$ cat config.mk
export PLATFORM = sky130hd
export DESIGN_NAME = tcce_tab_rem
export DESIGN_NICKNAME = d
export VERILOG_FILES = /design/src/sv/tcce_pkg.sv /design/src/sv/tcce_tab_rem.sv
export SDC_FILE = /design/constraint.sdc
export NUM_CORES = 1
export LEC_CHECK = 0
export ABC_AREA = 0
export BUFFER_PORTS_ARGS = -buffer_cell sky130_fd_sc_hd__buf_2
export CORE_MARGIN = 3
export CORE_UTILIZATION = 45
export CTS_BUF_LIST = sky130_fd_sc_hd__clkbuf_8
export CTS_CLUSTER_SIZE = 40
export DETAILED_ROUTE_END_ITERATION = 7
export HOLD_SLACK_MARGIN = 0.05
export MAX_ROUTING_LAYER = met4
export PLACE_DENSITY = 0.73
export REMOVE_ABC_BUFFERS = 1
export SYNTH_ARGS = -nofsm -noshare
export SYNTH_HDL_FRONTEND = slang
export SYNTH_SLANG_ARGS = --single-unit
$ cat constraint.sdc
create_clock -name clk -period 2.28 [get_ports clk]
set_clock_uncertainty 0.05 [all_clocks]
set_input_delay 0.456 -clock clk [delete_from_list [all_inputs] [get_ports clk]]
set_output_delay 0.456 -clock clk [all_outputs]
set_load 0.01 [all_outputs]
$ cat src/sv/tcce_pkg.sv
`timescale 1ns / 1ps

package tcce_pkg;

  localparam int DEF_COLUMNS = 80;
  localparam int DEF_ROWS    = 25;

  localparam int CELL_W = 16;
  localparam int MEM_AW = 16;
  localparam int LIN_W  = 17;

  localparam logic [7:0] CHR_NEWLINE = 8'h0A;
  localparam logic [7:0] CHR_TAB     = 8'h09;
  localparam logic [7:0] CHR_SPACE   = 8'h20;
  localparam logic [7:0] RESET_ATTR  = 8'h07;
  localparam logic [7:0] RESET_TAB   = 8'd8;

  localparam logic [2:0] REQ_PUT    = 3'd0;
  localparam logic [2:0] REQ_WRITE  = 3'd1;
  localparam logic [2:0] REQ_READ   = 3'd2;
  localparam logic [2:0] REQ_CURSOR = 3'd3;
  localparam logic [2:0] REQ_CLEAR  = 3'd4;
  localparam logic [2:0] REQ_SCROLL = 3'd5;

  localparam logic REG_TEXT_ATTR = 1'b0;
  localparam logic REG_TAB_SIZE  = 1'b1;

  typedef struct packed {
    logic [2:0] req_type;
    logic [7:0] char_code;
    logic [7:0] cell_attr;
    logic [7:0] col;
    logic [7:0] row;
    logic [7:0] scroll_lines;
  } in_req_t;

  typedef struct packed {
    logic [14:0] cursor_position;
    logic [7:0]  read_char;
    logic [7:0]  read_attr;
  } out_res_t;

  typedef struct packed {
    logic              en;
    logic [MEM_AW-1:0] addr;
    logic [CELL_W-1:0] data;
  } mem_wr_t;

  typedef struct packed {
    logic              en;
    logic [MEM_AW-1:0] addr;
  } mem_rd_t;

  typedef enum logic [3:0] {
    S_INIT,
    S_IDLE,
    S_EXEC,
    S_RDWAIT,
    S_TABDIV,
    S_TAB,
    S_WRAP,
    S_COPY,
    S_FILL,
    S_DONE
  } eng_state_t;

endpackage

$ cat src/sv/tcce_tab_rem.sv
`timescale 1ns / 1ps

// column modulo tab size, one quotient bit per cycle
module tcce_tab_rem (
  input  logic       clk,
  input  logic       rst_n,
  input  logic       start,
  input  logic [7:0] dividend,
  input  logic [8:0] divisor,
  output logic       done,
  output logic [8:0] rem
);
  import tcce_pkg::*;

  logic       busy_r, busy_nxt;
  logic       done_r, done_nxt;
  logic [2:0] bit_r, bit_nxt;
  logic [7:0] dvd_r, dvd_nxt;
  logic [8:0] dsr_r, dsr_nxt;
  logic [8:0] rem_r, rem_nxt;
  logic [9:0] shifted;
  logic [9:0] diff;

  always_comb begin
    shifted  = {rem_r, dvd_r[7]};
    diff     = shifted - {1'b0, dsr_r};
    busy_nxt = busy_r;
    done_nxt = 1'b0;
    bit_nxt  = bit_r;
    dvd_nxt  = dvd_r;
    dsr_nxt  = dsr_r;
    rem_nxt  = rem_r;
    if (start) begin
      busy_nxt = 1'b1;
      bit_nxt  = 3'd0;
      dvd_nxt  = dividend;
      dsr_nxt  = divisor;
      rem_nxt  = 9'd0;
    end else if (busy_r) begin
      rem_nxt = (shifted >= {1'b0, dsr_r}) ? diff[8:0] : shifted[8:0];
      dvd_nxt = {dvd_r[6:0], 1'b0};
      bit_nxt = bit_r + 3'd1;
      if (bit_r == 3'd7) begin
        busy_nxt = 1'b0;
        done_nxt = 1'b1;
      end
    end
  end

  always_ff @(posedge clk) begin
    if (!rst_n) begin
      busy_r <= 1'b0;
      done_r <= 1'b0;
    end else begin
      busy_r <= busy_nxt;
      done_r <= done_nxt;
    end
    bit_r <= bit_nxt;
    dvd_r <= dvd_nxt;
    dsr_r <= dsr_nxt;
    rem_r <= rem_nxt;
  end

  assign done = done_r;
  assign rem  = rem_r;

endmodule

== Yosys cells after proc, flatten, opt, wreduce, memory -nomap -nowiden ==
Index checks and enable logic that the tools add are counted.

* Register bits: 31
* Input port bits: 20
* Output and inout bits: 10

* Order comparisons: 1
* Mux-type cells: 7
* Add/subtract/negate cells: 2
* Reduce and logical (&&, ||, !) cells: 2
* Equality and inequality tests: 1
* Bitwise gates (word level): 2

{| class="wikitable"
|+ Operator list
! operator !! count
|-
| 8-bit 2-to-1 mux || 2
|-
| 10-bit by 9-bit greater-or-equal comparator with 1-bit output || 1
|-
| 9-bit 2-to-1 mux || 1
|-
| 9-bit subtractor || 1
|-
| 1-bit 2-to-1 mux || 4
|-
| 3-bit by 1-bit adder with 3-bit output (second input constant) || 1
|-
| 3-bit equality test (second input constant) || 1
|-
| 3-bit OR reduction || 1
|-
| 1-bit NOT || 2
|-
| 2-bit nonzero test || 1
|}

== Logic depth before layout (Yosys ltp) ==
* Depth in word-level cells: 4
* Mapped depth: 10
* Depth with buffers taken out: 9

== Worst setup path before layout ==
No wires, ideal clock.

* Path type: reg-to-reg
* Start: register dvd_r[7]
* End: register rem_r[2], in the netlist rem[2]
* Setup slack: 0.062 ns
* Setup time: 0.119 ns
* Arrival time: 2.049 ns
* Stages on the path, launching flop included: 11
* Path buffers: 1
* Cells stage by stage: edfxtp_1 -> inv_1 -> ha_1 -> inv_1 -> fa_1 -> a211oi_2 -> o21ai_2 -> a31oi_4 -> buf_6 -> mux2i_1 -> o21ai_1

* Word-level cells in the longest chain between the ends: 2
* Elaborated cells on any way between the ends: 3
* Those cells by class: add/sub: 1; order compare: 1; mux: 1

{| class="wikitable"
|+ Ends and longest elaborated chain
! what !! line !! RTL
|-
| from (decl) || tcce_tab_rem.sv:18 || <nowiki>logic [7:0] dvd_r, dvd_nxt;</nowiki>
|-
| from (signal assigned) || tcce_tab_rem.sv:59 || <nowiki>dvd_r <= dvd_nxt;</nowiki>
|-
| 9-bit subtractor / 10-bit by 9-bit greater-or-equal comparator with 1-bit output (equally long branches) || tcce_tab_rem.sv:26, tcce_tab_rem.sv:40 ||
|-
| 9-bit 2-to-1 mux (*) || tcce_tab_rem.sv:40 || <nowiki>rem_nxt = (shifted >= {1'b0, dsr_r}) ? diff[8:0] : shifted[8:0];</nowiki>
|-
| to (signal assigned) || tcce_tab_rem.sv:61 || <nowiki>rem_r <= rem_nxt;</nowiki>
|-
| to (decl) || tcce_tab_rem.sv:20 || <nowiki>logic [8:0] rem_r, rem_nxt;</nowiki>
|}

Every way passes the cells marked *; elsewhere a longest branch is shown, timed or not.
A chain may end at the register's enable or synchronous reset.

== Worst setup path after layout ==
* Start: register dvd_r[7]
* End: register rem_r[1], in the netlist rem[1]

The elaborated chain is that of the path after synthesis.

==> results.md <==
* Clk_lat worst skew at 0.28 ns
* Hold crit path type: in -> reg
* Post-synth top cells: edfxtp_1 (17), dfxtp_1 (14), inv_1 (13)
* Hold Vio Cnt, Final at 0
* Yosys cell types at 44
* DRT Wirelength at between 3 and 4 mm
* Post-synthesis sequential area ratio at 0.4755
* Clk slew on worst S/H paths at 0.06 ns
* Lkg Pwr at 0.8849 nW
* Crit path kind: reg -> reg
* Port-buffer cells at 29
* Leading post-synthesis cells by cell area: edfxtp_1 (31%), dfxtp_1 (17%), ha_1 (8.3%)
* Power share of the combinational group at 0.199
* Worst vdd ir at 0.4014 mV
* Failing checks: setup timing
* Yosys warnings at 0
* DRT Pass-1 Iters at 4
* Achievable frequency at 0.4275 GHz
* Layout Cells excl Fill at between 200 and 250
* Post-route core utilization at 0.5871
* Worst path required time at about 2.4 ns
* Chip height at 66.79 um
* Post-route ant nets at 0
* Cell taking the most area after synthesis: edfxtp_1
* Clock power share at 0.301
* Cells after DPL at around 220
* Core area at about 3400 um^2
* Min-delay src: divisor[8]
* Clock root cell: clkbuf_8
* Minimum clock period after layout at between 2 and 2.5 ns
* Worst setup EP type: flop
* # IOs at 30
* Via density at 5.414
* Prevailing post-synth register cell: edfxtp_1
* Layout area overhead at 21.52%
* Beginning of the critical path: dvd_r[7]
* Initial antenna violation count at 0
* Initial core utilization at 0.4831
* H-Tree Depth at 2
* Setup TNS at -0.1316 ns
* Design area at 2021 um^2
* Routed WL per cell at 14.34 um
* Worst flop-to-flop path startpoint: dvd_r[7]
* # hold bufs at CTS at 0
* Seq cells post-synth at 31
* HPWL Detailed at 2.425 mm
* Post-Synthesis Cells at between 100 and 150
* Post-synth EDFFs at 17
* Worst slew pin tran at approximately 0.55 ns
* Inserted Diodes at 0
* Most common cell in the netlist: edfxtp_1
* TritonCTS Buffers at 5
* Cell Int Power at about 0.00096 W
* Clock Sink Count at 31
* GPL Wtd Cong at 0.8936
* DP Area at approximately 1900 um^2
* RSZ-0062 raised after global routing: true
* Ys async rst share at 0
* Max-slew violations at 0
* CTS Buffer Depth at 2
* Relative slew slack at 0.6328
* Arr. time, crit path at between 2 and 2.5 ns
* Row count at 21
* Mapped Avg Cell Area at 11.55 um^2
* Status: complete, but fails checks
* PD cells at 650.1 nW/um^2
* Share of cells above drive strength 1 at 0.3495
* Pin count of the biggest net entering global routing at 15
* Setup ws final at -0.05913 ns
* Gr ovfl total at 0
* Post-route clock period utilization at 1.026
* Worst setup SP type: flop
* DR DRC count at 0
* Synth Cell Area at 1663 um^2
* Nets at 217
* Worst Path Max Fanout at 4
* First-pass GRT wire length at ~5.3 mm
* DR vias at ~1300
* Number of global-route vias before repair at 1255
* Die area at around 4500 um^2
* NetSw at approximately 0.00035 W
* Setup violations, final at 4
* Overall routing resource usage at 0.1624
* CTS tree: done
* DR iter-0 viols at 72
* Area share of the largest cell type after synthesis at 0.3070
* Maxcap violations at 0
* Sw Ratio at 0.2674
* Tot Pwr at about 0.0013 W
* Flop pwr share at 0.500
* Die width at 66.79 um
[worst max-delay path, cell delays in order, from the launching register on]
cell      delay (ns)
edfxtp_1        0.39
inv_1           0.07
ha_2            0.18
inv_2           0.04
fa_2            0.39
a211oi_4        0.26
o21ai_2         0.12
a31oi_4         0.24
buf_6           0.15
mux2i_1         0.22
a211oi_2        0.09
[cell usage in the layout, fill, tap and decap left out, drive strengths merged, types with 7 or more instances in the layout]
cell type and n:
buf 39, dfxtp 14, edfxtp 17, ha 11, inv 14, mux2 7
nand2 8, nor2 10
[stage by stage]
stage	hold slack (ns)	setup WS, ns
CTS	0.2902	0.003345
global placement	0.4173	0.04428
floorplan	0.4147	0.01972
global route	0.2838	-0.1990
finish	0.2999	-0.05913
detailed placement	0.4237	-0.05998
[area by class of cell]
| cell class | instances | area, um^2 |
|---|---|---|
| tap | 46 | 57.56 |
| clock inverter | 3 | 11.26 |
| sequential | 31 | 790.8 |
| clock buffer | 5 | 68.82 |
| fill | 294 | 1421 |
| timing repair buffer | 39 | 227.7 |
| inverter | 13 | 48.80 |
| multi-input combinational | 95 | 815.8 |
[registers in the layout (all words and copies together) (netlist names)]
| name | flops |
|---|---|
| bit_r | 3 |
| busy_r | 1 |
| done | 1 |
| dsr_r | 9 |
| dvd_r | 8 |
| rem | 9 |
[cells by family (layout without fill, tap and decap cells)]
family,after synthesis,count (layout),synth area share
buf+inv,18,60,0.04966
flops,31,31,0.4755
fa+ha+maj,12,12,0.09481
simple gates,32,32,0.09258
xor+xnor,6,6,0.03161
mux,12,12,0.07751
compound gates,33,33,0.1783
[routing by layer]
layer | GRT usage | vias up | wire [um] | part of all wire
met2 | 0.2649 | 33 | 1711 | 0.51
met3 | 0.04553 | 6 | 151 | 0.045
met1 | 0.1862 | 602 | 1420 | 0.43
met5 | - | - | 0 | 0
met4 | 0.07107 | 0 | 43 | 0.013
li1 | - | 615 | - | -
[power by group through the flow]
stage | Sequential [W] | Combinational [W] | Clock (W)
after floorplan | 0.000665 | 0.000155 | 0
after global placement | 0.000666 | 0.000221 | 0
after detailed placement | 0.000669 | 0.000230 | 0
after CTS | 0.000657 | 0.000237 | 0.000408
after global routing | 0.000662 | 0.000285 | 0.000437
final | 0.000657 | 0.000261 | 0.000396
[worst paths after layout]
path	end	slack, ns	cells after the start
max	rem[1]	-0.06	10
max reg2reg	rem[1]	-0.06	10
min	dsr_r[8]	0.30	1
min reg2reg	rem[8]	0.43	2
[timing repair]
item                       in CTS  in global routing
setup buffers                   1                  4
gates resized for setup         3                  6
pin swaps                       3                  6
setup endpoints to repair       3                  8
gates cloned                    0                  0
No activity file was read; power rests on OpenSTA's default activity.
